### config.mk
export PLATFORM = sky130hd
export DESIGN_NAME = lane_departure_classifier
export DESIGN_NICKNAME = d
export VERILOG_FILES = /design/src/hdl/ldc_pkg.sv /design/src/hdl/ldc_cfg.sv /design/src/hdl/ldc_vote.sv /design/src/hdl/ldc_score.sv /design/src/hdl/lane_departure_classifier.sv
export SDC_FILE = /design/constraint.sdc
export NUM_CORES = 1
export LEC_CHECK = 0
export BUFFER_PORTS_ARGS = -buffer_cell sky130_fd_sc_hd__buf_2
export CORE_ASPECT_RATIO = 0.6
export CORE_MARGIN = 4
export CORE_UTILIZATION = 64
export DETAILED_ROUTE_END_ITERATION = 8
export GPL_ROUTABILITY_DRIVEN = 0
export HOLD_SLACK_MARGIN = 0.02
export PLACE_DENSITY_LB_ADDON = 0.1
export REMOVE_ABC_BUFFERS = 1
export SETUP_SLACK_MARGIN = 0.05
export SLEW_MARGIN = 20
export SYNTH_ARGS = -nofsm -noshare
export SYNTH_HDL_FRONTEND = slang
export SYNTH_HIERARCHICAL = 1
export SYNTH_SLANG_ARGS = --single-unit
### constraint.sdc
create_clock -name clk -period 12.8 [get_ports clk]
set_input_delay 1.92 -clock clk [delete_from_list [all_inputs] [get_ports clk]]
set_output_delay 1.92 -clock clk [all_outputs]
set_load 0.01 [all_outputs]
### src/hdl/ldc_pkg.sv
`timescale 1ns / 1ps
`default_nettype none

package ldc_pkg;

    // Field widths
    localparam int ANGLE_W     = 14;
    localparam int BAND_W      = 14;
    localparam int STEEP_W     = 13;
    localparam int COUNT_W     = 3;
    localparam int SCORE_W     = 4;
    localparam int STATUS_W    = 2;
    localparam int CFG_INDEX_W = 3;
    localparam int CFG_DATA_W  = 14;

    // Angle scaling
    localparam int DEF_ANGLE_FRAC_BITS = 6;
    localparam int RIGHT_ANGLE_DEG     = 90;

    // Register reset values
    localparam logic               RST_COUNTED_MODE   = 1'b1;
    localparam logic [BAND_W-1:0]  RST_BALANCE_BAND   = BAND_W'(1280);
    localparam logic [BAND_W-1:0]  RST_MATCH_BAND     = BAND_W'(64);
    localparam logic [STEEP_W-1:0] RST_STEEP_LIMIT    = STEEP_W'(2560);
    localparam logic [BAND_W-1:0]  RST_REVERSE_MARGIN = BAND_W'(128);
    localparam logic [COUNT_W-1:0] RST_COUNT_LIMIT    = COUNT_W'(2);
    localparam logic [COUNT_W-1:0] RST_SWITCH_LEVEL   = COUNT_W'(1);

    // Register indexes on the configuration port
    typedef enum logic [CFG_INDEX_W-1:0] {
        CFG_COUNTED_MODE   = 3'd0,
        CFG_BALANCE_BAND   = 3'd1,
        CFG_MATCH_BAND     = 3'd2,
        CFG_STEEP_LIMIT    = 3'd3,
        CFG_REVERSE_MARGIN = 3'd4,
        CFG_COUNT_LIMIT    = 3'd5,
        CFG_SWITCH_LEVEL   = 3'd6
    } cfg_idx_t;

    // Lane status
    typedef enum logic [STATUS_W-1:0] {
        ST_NORMAL = 2'd0,
        ST_LEFT   = 2'd1,
        ST_RIGHT  = 2'd2
    } status_t;

    // Vote cast for one word
    typedef enum logic [1:0] {
        VOTE_NORMAL = 2'd0,
        VOTE_LEFT   = 2'd1,
        VOTE_RIGHT  = 2'd2,
        VOTE_NONE   = 2'd3
    } vote_t;

    typedef struct packed {
        logic               counted_mode;
        logic [BAND_W-1:0]  balance_band;
        logic [BAND_W-1:0]  match_band;
        logic [STEEP_W-1:0] steep_limit;
        logic [BAND_W-1:0]  reverse_margin;
        logic [COUNT_W-1:0] count_limit;
        logic [COUNT_W-1:0] switch_level;
    } cfg_t;

    typedef struct packed {
        logic               left_valid;
        logic [ANGLE_W-1:0] left_angle;
        logic               right_valid;
        logic [ANGLE_W-1:0] right_angle;
        logic [ANGLE_W-1:0] left_track_angle;
        logic [ANGLE_W-1:0] right_track_angle;
    } item_t;

endpackage

`default_nettype wire

### src/hdl/ldc_cfg.sv
`timescale 1ns / 1ps
`default_nettype none

module ldc_cfg
    import ldc_pkg::*;
(
    input  wire logic                   clk,
    input  wire logic                   rst_n,
    input  wire logic                   cfg_valid,
    output logic                        cfg_ready,
    input  wire logic [CFG_INDEX_W-1:0] cfg_index,
    input  wire logic [CFG_DATA_W-1:0]  cfg_data,
    output cfg_t                        cfg
);

    cfg_t cfg_reg;
    cfg_t cfg_next;

    // Always take a write
    assign cfg_ready = 1'b1;
    assign cfg      = cfg_reg;

    // Decode the register index; unknown indexes drop the word
    always_comb
    begin
        cfg_next = cfg_reg;
        if (cfg_valid)
        begin
            unique case (cfg_index)
                CFG_COUNTED_MODE:   cfg_next.counted_mode   = cfg_data[0];
                CFG_BALANCE_BAND:   cfg_next.balance_band   = cfg_data[BAND_W-1:0];
                CFG_MATCH_BAND:     cfg_next.match_band     = cfg_data[BAND_W-1:0];
                CFG_STEEP_LIMIT:    cfg_next.steep_limit    = cfg_data[STEEP_W-1:0];
                CFG_REVERSE_MARGIN: cfg_next.reverse_margin = cfg_data[BAND_W-1:0];
                CFG_COUNT_LIMIT:    cfg_next.count_limit    = cfg_data[COUNT_W-1:0];
                CFG_SWITCH_LEVEL:   cfg_next.switch_level   = cfg_data[COUNT_W-1:0];
                default:            cfg_next = cfg_reg;
            endcase
        end
    end

    // Hold the register file
    always_ff @(posedge clk or negedge rst_n)
    begin
        if (!rst_n)
        begin
            cfg_reg.counted_mode   <= RST_COUNTED_MODE;
            cfg_reg.balance_band   <= RST_BALANCE_BAND;
            cfg_reg.match_band     <= RST_MATCH_BAND;
            cfg_reg.steep_limit    <= RST_STEEP_LIMIT;
            cfg_reg.reverse_margin <= RST_REVERSE_MARGIN;
            cfg_reg.count_limit    <= RST_COUNT_LIMIT;
            cfg_reg.switch_level   <= RST_SWITCH_LEVEL;
        end
        else
        begin
            cfg_reg <= cfg_next;
        end
    end

endmodule

`default_nettype wire

### src/hdl/ldc_vote.sv
`timescale 1ns / 1ps
`default_nettype none

module ldc_vote
    import ldc_pkg::*;
#(
    parameter int ANGLE_FRAC_BITS = DEF_ANGLE_FRAC_BITS
)
(
    input  wire item_t   item,
    input  wire cfg_t    cfg,
    input  wire status_t status,
    output vote_t        vote
);

    localparam int REF_VAL  = RIGHT_ANGLE_DEG << ANGLE_FRAC_BITS;
    localparam int REF_BITS = ($clog2(REF_VAL + 1) > ANGLE_W) ? $clog2(REF_VAL + 1) : ANGLE_W;
    // Room for a tilt plus a margin, with sign
    localparam int TILT_W   = REF_BITS + 3;

    localparam logic signed [TILT_W-1:0] REF_TILT = TILT_W'(REF_VAL);

    typedef logic signed [TILT_W-1:0] tilt_t;

    function automatic tilt_t absd(input tilt_t a, input tilt_t b);
        return (a > b) ? (a - b) : (b - a);
    endfunction

    tilt_t ll, rr, lt, rt;
    tilt_t balance_s, match_s, steep_s, margin_s;
    logic  bal, l_match, r_match;
    logic  l_up, l_dn, r_up, r_dn, l_steep, r_steep;
    logic  l_far_up, l_far_dn, r_far_up, r_far_dn;
    logic  lv, rv;

    // Form tilts: 90 minus left angle, right angle minus 90
    assign ll = REF_TILT - tilt_t'({{(TILT_W-ANGLE_W){1'b0}}, item.left_angle});
    assign rr = tilt_t'({{(TILT_W-ANGLE_W){1'b0}}, item.right_angle}) - REF_TILT;
    assign lt = REF_TILT - tilt_t'({{(TILT_W-ANGLE_W){1'b0}}, item.left_track_angle});
    assign rt = tilt_t'({{(TILT_W-ANGLE_W){1'b0}}, item.right_track_angle}) - REF_TILT;

    assign balance_s = tilt_t'({{(TILT_W-BAND_W){1'b0}}, cfg.balance_band});
    assign match_s   = tilt_t'({{(TILT_W-BAND_W){1'b0}}, cfg.match_band});
    assign steep_s   = tilt_t'({{(TILT_W-STEEP_W){1'b0}}, cfg.steep_limit});
    assign margin_s  = tilt_t'({{(TILT_W-BAND_W){1'b0}}, cfg.reverse_margin});

    assign lv = item.left_valid;
    assign rv = item.right_valid;

    // Compare against bands
    assign bal      = absd(ll, rr) <= balance_s;
    assign l_match  = absd(ll, lt) < match_s;
    assign r_match  = absd(rr, rt) < match_s;
    assign l_up     = ll > lt;
    assign l_dn     = ll < lt;
    assign r_up     = rr > rt;
    assign r_dn     = rr < rt;
    assign l_steep  = ll > steep_s;
    assign r_steep  = rr > steep_s;
    assign l_far_up = ll > (lt + margin_s);
    assign l_far_dn = ll < (lt - margin_s);
    assign r_far_up = rr > (rt + margin_s);
    assign r_far_dn = rr < (rt - margin_s);

    // Cast the vote from the current status
    always_comb
    begin
        vote = VOTE_NONE;
        unique case (status)
            ST_NORMAL:
            begin
                if (lv && rv)
                begin
                    if (bal || (l_match && r_match))
                        vote = VOTE_NORMAL;
                    else if ((ll > rr) && l_up && l_steep)
                        vote = VOTE_LEFT;
                    else if ((ll < rr) && r_up && r_steep)
                        vote = VOTE_RIGHT;
                end
                else if (rv)
                begin
                    if (r_up && r_steep)
                        vote = VOTE_RIGHT;
                end
                else if (lv)
                begin
                    if (l_up && l_steep)
                        vote = VOTE_LEFT;
                end
                else
                begin
                    vote = VOTE_NORMAL;
                end
            end
            ST_LEFT:
            begin
                if (lv && rv)
                begin
                    if (l_up && r_dn)
                        vote = VOTE_LEFT;
                    else if (l_match && r_match)
                        vote = VOTE_NORMAL;
                    else if (l_dn && r_up)
                        vote = VOTE_RIGHT;
                end
                else if (rv)
                begin
                    if (r_dn)
                        vote = VOTE_LEFT;
                    else if (r_match)
                        vote = VOTE_NORMAL;
                    else if (r_far_up)
                        vote = VOTE_RIGHT;
                end
                else if (lv)
                begin
                    if (l_up)
                        vote = VOTE_LEFT;
                    else if (l_match)
                        vote = VOTE_NORMAL;
                    else if (l_far_dn)
                        vote = VOTE_RIGHT;
                end
            end
            ST_RIGHT:
            begin
                if (lv && rv)
                begin
                    if (l_dn && r_up)
                        vote = VOTE_RIGHT;
                    else if (l_match && r_match)
                        vote = VOTE_NORMAL;
                    else if (l_up && r_dn)
                        vote = VOTE_LEFT;
                end
                else if (rv)
                begin
                    if (r_up)
                        vote = VOTE_RIGHT;
                    else if (r_match)
                        vote = VOTE_NORMAL;
                    else if (r_far_dn)
                        vote = VOTE_LEFT;
                end
                else if (lv)
                begin
                    if (l_dn)
                        vote = VOTE_RIGHT;
                    else if (l_match)
                        vote = VOTE_NORMAL;
                    else if (l_far_up)
                        vote = VOTE_LEFT;
                end
            end
            default: vote = VOTE_NONE;
        endcase
    end

endmodule

`default_nettype wire

### src/hdl/ldc_score.sv
`timescale 1ns / 1ps
`default_nettype none

module ldc_score
    import ldc_pkg::*;
(
    input  wire vote_t                    vote,
    input  wire cfg_t                     cfg,
    input  wire status_t                  status,
    input  wire logic signed [SCORE_W-1:0] score,
    output status_t                       status_out,
    output logic signed [SCORE_W-1:0]     score_out
);

    typedef logic signed [SCORE_W:0] wide_t;

    wide_t s_step;
    wide_t s_sat;
    wide_t lim;
    wide_t lvl;

    assign lim = wide_t'({2'b00, cfg.count_limit});
    assign lvl = wide_t'({2'b00, cfg.switch_level});

    // Move the score by one vote
    always_comb
    begin
        s_step = {score[SCORE_W-1], score};
        case (vote)
            VOTE_LEFT:  s_step = s_step - wide_t'(1);
            VOTE_RIGHT: s_step = s_step + wide_t'(1);
            VOTE_NORMAL:
            begin
                if (status == ST_LEFT)
                    s_step = s_step + wide_t'(1);
                else if (status == ST_RIGHT)
                    s_step = s_step - wide_t'(1);
                else if (s_step > wide_t'(0))
                    s_step = s_step - wide_t'(1);
                else if (s_step < wide_t'(0))
                    s_step = s_step + wide_t'(1);
            end
            default: s_step = {score[SCORE_W-1], score};
        endcase
    end

    // Saturate at the count limit
    always_comb
    begin
        if (s_step > lim)
            s_sat = lim;
        else if (s_step < -lim)
            s_sat = -lim;
        else
            s_sat = s_step;
    end

    // Pick the new status and score
    always_comb
    begin
        if (cfg.counted_mode)
        begin
            score_out = s_sat[SCORE_W-1:0];
            if (s_sat > lvl)
                status_out = ST_RIGHT;
            else if (s_sat < -lvl)
                status_out = ST_LEFT;
            else
                status_out = ST_NORMAL;
        end
        else
        begin
            score_out = score;
            case (vote)
                VOTE_NORMAL: status_out = ST_NORMAL;
                VOTE_LEFT:   status_out = ST_LEFT;
                VOTE_RIGHT:  status_out = ST_RIGHT;
                default:     status_out = status;
            endcase
        end
    end

endmodule

`default_nettype wire

### src/hdl/lane_departure_classifier.sv
// Flow: an accepted word waits in the input register, then its result is registered.
// Throughput: one word per cycle unless the result stalls; the input register
// and the status/score register form a two-stage pipe, and the vote of each
// word reads the status left by the word before it, which that register holds.
// Reset: rst_n clears status to normal, score to zero, all valid flags,
// and loads the configuration registers with their defaults.
`timescale 1ns / 1ps
`default_nettype none

module lane_departure_classifier
    import ldc_pkg::*;
#(
    parameter int ANGLE_FRAC_BITS = DEF_ANGLE_FRAC_BITS
)
(
    input  wire logic                      clk,
    input  wire logic                      rst_n,
    input  wire logic                      cfg_valid,
    output logic                           cfg_ready,
    input  wire logic [CFG_INDEX_W-1:0]    cfg_index,
    input  wire logic [CFG_DATA_W-1:0]     cfg_data,
    input  wire logic                      in_valid,
    output logic                           in_ready,
    input  wire logic                      left_valid,
    input  wire logic [ANGLE_W-1:0]        left_angle,
    input  wire logic                      right_valid,
    input  wire logic [ANGLE_W-1:0]        right_angle,
    input  wire logic [ANGLE_W-1:0]        left_track_angle,
    input  wire logic [ANGLE_W-1:0]        right_track_angle,
    output logic                           out_valid,
    input  wire logic                      out_ready,
    output logic [STATUS_W-1:0]            lane_status,
    output logic signed [SCORE_W-1:0]      vote_score
);

    cfg_t                      cfg;
    item_t                     item_reg;
    logic                      item_valid_reg;
    logic                      out_valid_reg;
    logic                      out_valid_next;
    status_t                   status_reg;
    status_t                   status_next;
    logic signed [SCORE_W-1:0] score_reg;
    logic signed [SCORE_W-1:0] score_next;
    vote_t                     vote;
    logic                      advance;
    logic                      in_take;

    ldc_cfg u_cfg (
        .clk       (clk),
        .rst_n     (rst_n),
        .cfg_valid (cfg_valid),
        .cfg_ready (cfg_ready),
        .cfg_index (cfg_index),
        .cfg_data  (cfg_data),
        .cfg       (cfg)
    );

    ldc_vote #(
        .ANGLE_FRAC_BITS (ANGLE_FRAC_BITS)
    ) u_vote (
        .item   (item_reg),
        .cfg    (cfg),
        .status (status_reg),
        .vote   (vote)
    );

    ldc_score u_score (
        .vote       (vote),
        .cfg        (cfg),
        .status     (status_reg),
        .score      (score_reg),
        .status_out (status_next),
        .score_out  (score_next)
    );

    // Advance the held word when the result slot is free or being taken
    assign advance  = item_valid_reg && (!out_valid_reg || out_ready);
    assign in_ready = !item_valid_reg || advance;
    assign in_take  = in_valid && in_ready;

    always_comb
    begin
        if (advance)
            out_valid_next = 1'b1;
        else if (out_ready)
            out_valid_next = 1'b0;
        else
            out_valid_next = out_valid_reg;
    end

    // Hold control and state
    always_ff @(posedge clk or negedge rst_n)
    begin
        if (!rst_n)
        begin
            item_valid_reg <= 1'b0;
            out_valid_reg  <= 1'b0;
            status_reg     <= ST_NORMAL;
            score_reg      <= '0;
        end
        else
        begin
            if (in_take)
                item_valid_reg <= 1'b1;
            else if (advance)
                item_valid_reg <= 1'b0;
            out_valid_reg <= out_valid_next;
            if (advance)
            begin
                status_reg <= status_next;
                score_reg  <= score_next;
            end
        end
    end

    // Capture the input word
    always_ff @(posedge clk)
    begin
        if (in_take)
        begin
            item_reg.left_valid        <= left_valid;
            item_reg.left_angle        <= left_angle;
            item_reg.right_valid       <= right_valid;
            item_reg.right_angle       <= right_angle;
            item_reg.left_track_angle  <= left_track_angle;
            item_reg.right_track_angle <= right_track_angle;
        end
    end

    // The status and score registers are the result word
    assign out_valid   = out_valid_reg;
    assign lane_status = status_reg;
    assign vote_score  = score_reg;

endmodule

`default_nettype wire

* Yosys cells after proc, flatten, opt, wreduce, memory -nomap -nowiden
Index checks and enable logic that the tools add are counted.
** Cells by class
- Multiply operators :: 0
- Div/mod/pow operators :: 0
- Equal/unequal tests :: 10
- $lt $le $gt $ge :: 21
- Add/sub/neg operators :: 18
- Reduce and logical (&&, ||, !) cells :: 32
- Mux-type cells :: 51
- Bitwise logic cells :: 0
- Shift-type cells :: 0
** Operators by type and width (count)
- 17-bit subtractor :: 6
- 17-bit > comparator :: 5
- 17-bit < comparator :: 5
- 2-bit 2-to-1 mux :: 29
- 17-bit 2-to-1 mux :: 3
- 17-bit by 15-bit adder with 17-bit output :: 2
- 17-bit by 14-bit > comparator with 1-bit output :: 2
- 17-bit by 15-bit < comparator with 1-bit output :: 2
- 17-bit by 15-bit subtractor with 17-bit output :: 2
- 5-bit 2-to-1 mux :: 6
- 13-bit by 14-bit subtractor with 15-bit output (first input constant) :: 2
- 14-bit by 13-bit subtractor with 15-bit output (second input constant) :: 2
- 2-bit AND reduction :: 9
- 17-bit by 15-bit less-or-equal comparator with 1-bit output :: 1
- 5-bit case mux with 3 select lines :: 1
- 1-bit logical AND :: 12
- 2-bit case mux with 3 select lines :: 2
- 5-bit by 4-bit > comparator with 1-bit output :: 2
- 5-bit < comparator :: 2
- 1-bit 2-to-1 mux :: 10
- 3-bit negator with 5-bit output :: 2
- 3-bit equality test (second input constant) :: 3
- 3-bit by 2-bit equality test with 1-bit output (second input constant) :: 2
- 4-bit by 2-bit adder with 5-bit output (second input constant) :: 1
- 12 further kinds :: 19
** Word-level totals
- Bits in writable memories :: 0
- Input bits :: 80
- Bits in registers :: 128
- ROM bits :: 0
- Bits in latches :: 0
- Memories kept :: 0
- Output and inout bits :: 9

* Logic depth before layout (Yosys ltp)
Gate-level depths: netlist (run 1).
- Word-level depth :: 19
- Mapped depth :: 57
- Mapped depth without buffers :: 54

* Cells and area by module
Netlist (run 1), hierarchy kept.
** Modules (own cells, without submodules)
- ldc_vote :: area each 10845.4 um2, sequential area each 0.0 um2, cells an instance 1538, times used 1
- ldc_cfg :: area each 2556.2 um2, sequential area each 1562.7 um2, cells an instance 140, times used 1
- lane_departure_classifier :: area each 2084.5 um2, sequential area each 1941.9 um2, cells an instance 78, times used 1
- ldc_score :: area each 1258.7 um2, sequential area each 0.0 um2, cells an instance 177, times used 1

* Worst setup path before layout (run 1)
No wires, ideal clock.
- Kind :: register -> register
- From :: reg item_reg[45] in the netlist's numbering
- To :: reg status_reg[0] (netlist: lane_status[0])
- Cell stages (with the launch flop) :: 52
- Arrival :: 9932 ps
- Path slack :: 2803 ps
- Setup time :: 65 ps
- Required time :: 12735 ps
- Cells stage by stage :: edfxtp_1 -> or4_1 -> nor4_1 -> o21ba_2 -> nand3b_1 -> xnor2_1 -> ha_1 -> buf_4 -> nand4_1 -> a21oi_1 -> o21ai_1 -> a211o_1 -> a21o_1 -> buf_6 -> or3_4 -> o31ai_4 -> o221ai_2 -> a221oi_2 -> (+16 left out) -> o21ai_0 -> nor2_1 -> inv_1 -> ha_1 -> a21oi_1 -> nand2_1 -> o221a_1 -> o22ai_2 -> a21oi_2 -> mux2i_1 -> and2_1 -> ha_1 -> or4b_2 -> or4_1 -> o22ai_1 -> o32ai_1 -> a21oi_1 -> mux2_4
** Between the ends
- Word-level cells in the longest chain between the ends :: 19
** RTL lines
- from (decl) :: line lane_departure_classifier.sv:37 : item_t item_reg;
- 13-bit by 14-bit subtractor with 15-bit output (*) :: line ldc_vote.sv:37 : assign ll = REF_TILT - tilt_t'({{(TILT_W-ANGLE_W){1'b0}}, item.left_angle});
- 17-bit subtractor / 17-bit > comparator (equally long branches) :: line ldc_vote.sv:26, ldc_vote.sv:54
- 17-bit 2-to-1 mux :: line ldc_vote.sv:26 : return (a > b) ? (a - b) : (b - a);
- 17-bit by 15-bit < comparator with 1-bit output :: line ldc_vote.sv:52 : assign l_match = absd(ll, lt) < match_s;
- 2-bit 2-to-1 mux (on tied branches) :: line ldc_vote.sv:150, ldc_vote.sv:120
- 2-bit 2-to-1 mux (on tied branches) :: line ldc_vote.sv:148, ldc_vote.sv:118
- 2-bit 2-to-1 mux (on tied branches) :: line ldc_vote.sv:146, ldc_vote.sv:116
- 2-bit 2-to-1 mux (on tied branches) :: line ldc_vote.sv:137, ldc_vote.sv:107
- (+2 left out)
- net vote[1] :: line lane_departure_classifier.sv:45 : vote_t vote;
- (+2 left out)
- 5-bit < comparator :: line ldc_score.sv:52 : else if (s_step < -lim)
- 5-bit 2-to-1 mux :: line ldc_score.sv:52
- 5-bit 2-to-1 mux :: line ldc_score.sv:50 : if (s_step > lim)
- 5-bit < comparator :: line ldc_score.sv:66 : else if (s_sat < -lvl)
- 1-bit 2-to-1 mux :: line ldc_score.sv:66
- 2-bit 2-to-1 mux :: line ldc_score.sv:64 : if (s_sat > lvl)
- 2-bit 2-to-1 mux (*) :: line ldc_score.sv:61 : if (cfg.counted_mode)
- net status_next[0] :: line lane_departure_classifier.sv:42 : status_t status_next;
- to (signal assigned) :: line lane_departure_classifier.sv:111 : status_reg <= status_next;
- to (decl) :: line lane_departure_classifier.sv:41 : status_t status_reg;
The timed path passes the listed nets; every way through them passes the cells marked *.
A chain may end at the register's enable or synchronous reset.

* Final worst setup path (run 1)
- From :: reg item_reg[43] in the netlist's numbering
- To :: reg status_reg[0] (netlist: lane_status[0])
The elaborated chain is that of the path after synthesis.

==> flow_metrics.tcl, run 1 <==
set metrics [dict create \
    row_count 45 \
    grt_pass1_wl_um 80870 \
    worstSetupPathType "register to register" \
    power.density_nw_per_um2 203.9 \
    clock_path_buffers 2 \
    fillers 1990 \
    grt_max_degree 71 \
    ir_drop_mv 0.1746 \
    worst_slew_pin_slew_ps 1162 \
    syn-cell-area_sq_um 16740 \
    fmax_mhz 83.18 \
    fin_area_sq_um 18040 \
    wl_per_cell_um 22.55 \
    synthArstFlopShare_pct 54.69 \
    clock-root-buffer "clkbuf_16" \
    antenna_found_initial 1 \
    antennaDiodeCount 0 \
    regToRegEndpoint "lane_status[0]" \
    hold_slack_ps 507.5 \
    setup_violations 0 \
    hold_viol 0 \
    cpPeakStageDelay_ps 630 \
    cts_buffers 17 \
    place_ws_ps 896.4 \
    dpl_cell_area_sq_um 17410 \
    final_util_pct 70.74 \
    multi_input_area_sq_um 12140 \
    period_minus_slack_ps 12020 \
    dp.cells 2334 \
    portBuffers 87 \
    totalWireLength_um 53340 \
    final_cells 2366 \
    synth.distinct_cells 105 \
    grtUsageTotal_pct 36.00 \
    dp_hpwl_um 43210 \
    rsz0062_at_grt "false" \
    cp.depth 50 \
    dieArea_sq_um 28900 \
    finalPower_mw 3.679 \
    via_per_inst 6.544 \
    post-synth-top-area-fraction_pct 22.34 \
    h-tree-depth 4 \
    drcViolationCount 0 \
    yosys.area.top_type "ha_1" \
    reg2reg_from "item_reg[43]" \
    num_vias 15480 \
    ys.flop_type "dfrtp_1" \
    finClkSkew_ps 12.65 \
    cp_common_cell "ha_1" \
    holdCritPathClass "register to register" \
    crit_slowest_cell "or4b_2" \
    power_leakage_nw 8.484 \
    synth_common_cells "ha_1, inv_1, a21oi_1" \
    first_iter_violations 2176 \
    crit_buf_inv 4 \
    synthTopCellsByArea "ha_1, edfxtp_1, dfrtp_1, a21oi_1, xnor2_1" \
    tns_ps 0 \
    endpoint "lane_status[0]" \
    start_kind "register" \
    crit_family "compound AO/OA/AOI/OAI gates" \
    yosysWarnings 6 \
    avgSynthCellArea_sq_um 8.663 \
    ant_nets 0 \
    ff_latch_area_sq_um 3505 \
    first_global_vias 14380 \
    cts_tree "done" \
    rrSetupSlack_ps 780 \
    cp.required_ps 13180 \
    clock_sinks 128 \
    crit_fanout 10 \
    synth_edf_count 58 \
    die_width_um 216.8 \
    die_h_um 133.3 \
    synth_seq_cells 128 \
    clkTransAtPathRegs_ps 60 \
    area_delta_synth_final_pct 7.756 \
    clk_latency_ps 450 \
    endpoint_kind "register" \
    slew_violations 0 \
    grt_overflow 0 \
    synth_cells 1933 \
    cp-startpoint "item_reg[43]" \
    finalWorstSetupSlack_ps 778.0 \
    core-area_sq_um 25510 \
    maxCapViolCount 0 \
    yosysMostFrequentCell "ha_1" \
    drive_above_1_share_pct 13.36 \
    relSlewSlack_pct 22.52 \
    start_util_pct 65.65 \
    largest_reg_flops 62 \
    reg2reg_depth 50 \
    hold-path-cell-count 1 \
    cp_data_arrival_time_ps 12400 \
    finalCritPeriodShare_pct 93.92 \
    status "complete, no violations" \
    dr.pass1.iters 7 \
    synth-seq-area-share_pct 20.93 \
    num_io_pins 89 \
    nets 2390 \
]
kinds of logic after synthesis:
logic type | share of synthesized area (%)
mux | 6.613
xor+xnor | 6.329
other cells | 0.02239
simple gates | 14.57
flops | 20.93
buf+inv | 6.837
fa+ha+maj | 23.60
compound gates | 21.10
area by class of cell:
type	instances	area share, %
clock buffers	24	2.732
clock inverters	8	0.5617
inverters	206	4.285
multi-input cells	1540	67.26
flip-flops and latches	128	19.42
well taps	352	2.441
repair buffers	108	3.301
metal layers:
layer / share of wire (%) / wire length [um] / global-route usage (%) / vias to the layer above
li1: - / - / - / 7101
met1: 44 / 23210 / 52.38 / 7252
met2: 39 / 20750 / 49.42 / 997
met3: 15 / 7843 / 14.04 / 129
met4: 2.8 / 1513 / 9.954 / 4
met5: 0.051 / 27 / 0 / -
power by group:
group / switching [mW] / internal, mW
Clock: 0.197 / 0.309
Combinational: 1.50 / 1.06
Sequential: 0.112 / 0.504
cells in the final DEF (no fill, tap or decap), drive strengths merged, types with 9 or more instances in the layout:
| cell | count |
|---|---|
| ha | 299 |
| inv | 209 |
| a21oi | 169 |
| nand2 | 130 |
| o21ai | 130 |
| nor2 | 112 |
| buf | 108 |
| xnor2 | 87 |
| mux2 | 73 |
| dfrtp | 61 |
| edfxtp | 58 |
| a21o | 49 |
| nand3 | 39 |
| nor3 | 37 |
| xor2 | 34 |
| nor2b | 29 |
| nand2b | 28 |
| nand4 | 27 |
| a211oi | 24 |
| clkbuf | 24 |
| o21bai | 22 |
| o21a | 17 |
| a31oi | 15 |
| mux2i | 15 |
| o211ai | 14 |
| and2 | 13 |
| fa | 10 |
| dfstp | 9 |
| and3 | 9 |
| or3 | 9 |
worst min-delay path by stage:
stage | start | end | slack, ps
final | u_cfg/cfg[22] | u_cfg/cfg[22] | 510
after global routing | u_cfg/cfg[32] | u_cfg/cfg[32] | 530
after CTS | u_cfg/cfg[22] | u_cfg/cfg[22] | 510
after detailed placement | u_cfg/cfg[22] | u_cfg/cfg[22] | 490
after global placement | u_cfg/cfg[22] | u_cfg/cfg[22] | 490
after floorplan | u_cfg/cfg[21] | u_cfg/cfg[21] | 480
repair_timing:
action,CTS,global route
setup buffers,0,0
hold buffers,0,0
resized for setup,0,6
endpoints found under the setup margin,0,2
(Power assumes the default switching activity.)
==> run 2: changes to the inputs <==
Settings changed: SYNTH_HIERARCHICAL 1 to not set.
==> flow_metrics.tcl, run 2 <==
set metrics [dict create \
    num_io_pins 89 \
    clock_sinks 128 \
    grtUsageTotal_pct 37.61 \
    dieArea_sq_um 28160 \
    dp_hpwl_um 44010 \
    cp-startpoint "item_reg[43]" \
    tns_ps 0 \
    synth_seq_cells 128 \
    finalCritPeriodShare_pct 93.98 \
    crit_fanout 18 \
    nets 2400 \
    worst_slew_pin_slew_ps 1015 \
    slew_violations 0 \
    period_minus_slack_ps 12030 \
    ff_latch_area_sq_um 3505 \
    cp.required_ps 13140 \
    layout_commonest_cell "ha_1" \
    finalWorstSetupSlack_ps 770.2 \
    most-common-layout-cells "ha_1, inv_1, a21oi_1" \
    first_global_vias 14730 \
    first_iter_violations 2193 \
    yosys.area.top_type "ha_1" \
    hold_viol 0 \
    synthTopCellsByArea "ha_1, edfxtp_1, dfrtp_1, a21oi_1, inv_1" \
    drive_above_1_share_pct 10.43 \
    finalPower_mw 3.358 \
    relSlewSlack_pct 32.33 \
    dr.pass1.iters 9 \
    regToRegEndpoint "lane_status[0]" \
    clock_path_buffers 2 \
    num_vias 15730 \
    violations "design-rule violations" \
    ir_drop_mv 0.1708 \
    status "finished with violations" \
    finClkSkew_ps 14.20 \
    holdCritPathClass "register to register" \
    power.density_nw_per_um2 190.2 \
    grt_max_degree 71 \
    yosysWarnings 0 \
    fmax_mhz 83.13 \
    synth.distinct_cells 87 \
    start_kind "register" \
    crit_buf_inv 4 \
    reg2reg_depth 50 \
    grt_overflow 0 \
    start_util_pct 66.21 \
    cp.depth 50 \
    dpl_cell_area_sq_um 17040 \
    synth_xor_area_share_pct 6.235 \
    reg2reg_from "item_reg[43]" \
    portBuffers 87 \
    synth_top_family_by_area "adder cells" \
    worstHoldStart "u_cfg.cfg[28]" \
    synth_edf_count 58 \
    rsz0062_at_grt "false" \
    maxCapViolCount 0 \
    largest_reg_flops 62 \
    via_per_inst 6.735 \
    post-synth-top-area-fraction_pct 23.80 \
    rrSetupSlack_ps 770 \
    multi_input_area_sq_um 11810 \
    cpPeakStageDelay_ps 520 \
    die_width_um 214.0 \
    clock-root-buffer "clkbuf_16" \
    synth.area.mux_share_pct 3.532 \
    synth_fa_ha_area_share_pct 25.03 \
    synth_common_cells "ha_1, inv_1, a21oi_1" \
    cts_buffers 17 \
    power_leakage_nw 8.318 \
    place_ws_ps 661.8 \
    h-tree-depth 4 \
    totalWireLength_um 54620 \
    clkTransAtPathRegs_ps 60 \
    setup_violations 0 \
    antennaDiodeCount 0 \
    avgSynthCellArea_sq_um 8.421 \
    row_count 44 \
    yosysMostFrequentCell "ha_1" \
    area_delta_synth_final_pct 8.377 \
    fillers 1954 \
    ys.flop_type "dfrtp_1" \
    synth-simple-area-share_pct 14.67 \
    clk_latency_ps 470 \
    crit_family "compound AO/OA/AOI/OAI gates" \
    core-area_sq_um 24610 \
    drcViolationCount 4 \
    wl_per_cell_um 23.39 \
    endpoint_kind "register" \
    cp_data_arrival_time_ps 12370 \
    endpoint "lane_status[0]" \
    synth-seq-area-share_pct 21.51 \
    die_h_um 131.6 \
    final_util_pct 71.76 \
    synth_compound_area_share_pct 22.66 \
    syn-cell-area_sq_um 16290 \
    crit_slowest_cell "edfxtp_1" \
    synth_cells 1935 \
    synthArstFlopShare_pct 54.69 \
    worstSetupPathType "register to register" \
    antenna_found_initial 1 \
    cts_tree "done" \
    ant_nets 0 \
    grt_pass1_wl_um 83620 \
    fin_area_sq_um 17660 \
]
run 2: kinds of logic after synthesis:
kind of cell,after synthesis
XOR/XNOR,116
flip-flops,128
adder cells (fa/ha/maj),320
buffers and inverters,264
AO/OA/AOI/OAI,575
multiplexers,53
AND/OR/NAND/NOR,478
other,1
run 2: how the worst min path moves through the flow:
stage                     to  slack [ps]  cells after the start
5_1_grt        u_cfg.cfg[27]         530                      1
2_1_floorplan      out_valid         470                      1
6_report       u_cfg.cfg[28]         510                      1
4_1_cts        u_cfg.cfg[23]         510                      1
3_3_place_gp   u_cfg.cfg[24]         490                      1
3_5_place_dp   u_cfg.cfg[23]         490                      1
run 2: area by class of cell:
class,count,area share [%]
Multi-Input combinational cell,1543,66.89
Clock buffer,20,2.473
Inverter,200,4.251
Sequential cell,128,19.85
Timing Repair Buffer,110,3.479
Clock inverter,12,0.7794
Tap cell,322,2.281
run 2: what timing repair did:
| item | 4_1_cts | 5_1_grt |
|---|---|---|
| hold buffers | 0 | 0 |
| setup buffers | 0 | 0 |
| resized for setup | 0 | 11 |
| endpoints found under the hold margin | 0 | 0 |
| endpoints found under the setup margin | 0 | 2 |
run 2: worst register-to-register path: cells and delay by family (launching register included):
family,cells,cell delay [ps]
flip-flops,1,520
adder cells (fa/ha/maj),5,1550
multiplexers,3,940
AO/OA/AOI/OAI,24,5320
XOR/XNOR,2,580
buffers and inverters,4,630
AND/OR/NAND/NOR,12,2340
run 2: per-layer routing:
metal / track usage (%) / wire length (um) / up-vias / share of wire [%]
met5: 0 / 0 / - / 0
met4: 11.12 / 1756 / 0 / 3.2
met3: 16.27 / 9076 / 174 / 17
met2: 52.17 / 21160 / 1126 / 39
met1: 53.01 / 22630 / 7343 / 41
li1: - / - / 7084 / -
run 2: per-stage QoR:
| stage | cells | hold slack (ps) |
|---|---|---|
| after detailed placement | 2302 | 493.6 |
| after CTS | 2334 | 507.7 |
| after floorplan | 1871 | 474.7 |
| after global placement | 2302 | 490.3 |
| after global routing | 2335 | 529.6 |
| final | 2335 | 511.3 |
run 2: power by group:
| part | internal [mW] | leakage, nW | total [mW] | switching (mW) |
|---|---|---|---|---|
| logic | 0.922 | 6.65 | 2.28 | 1.36 |
| clock network | 0.287 | 0.275 | 0.497 | 0.210 |
| registers | 0.501 | 1.39 | 0.580 | 0.0788 |
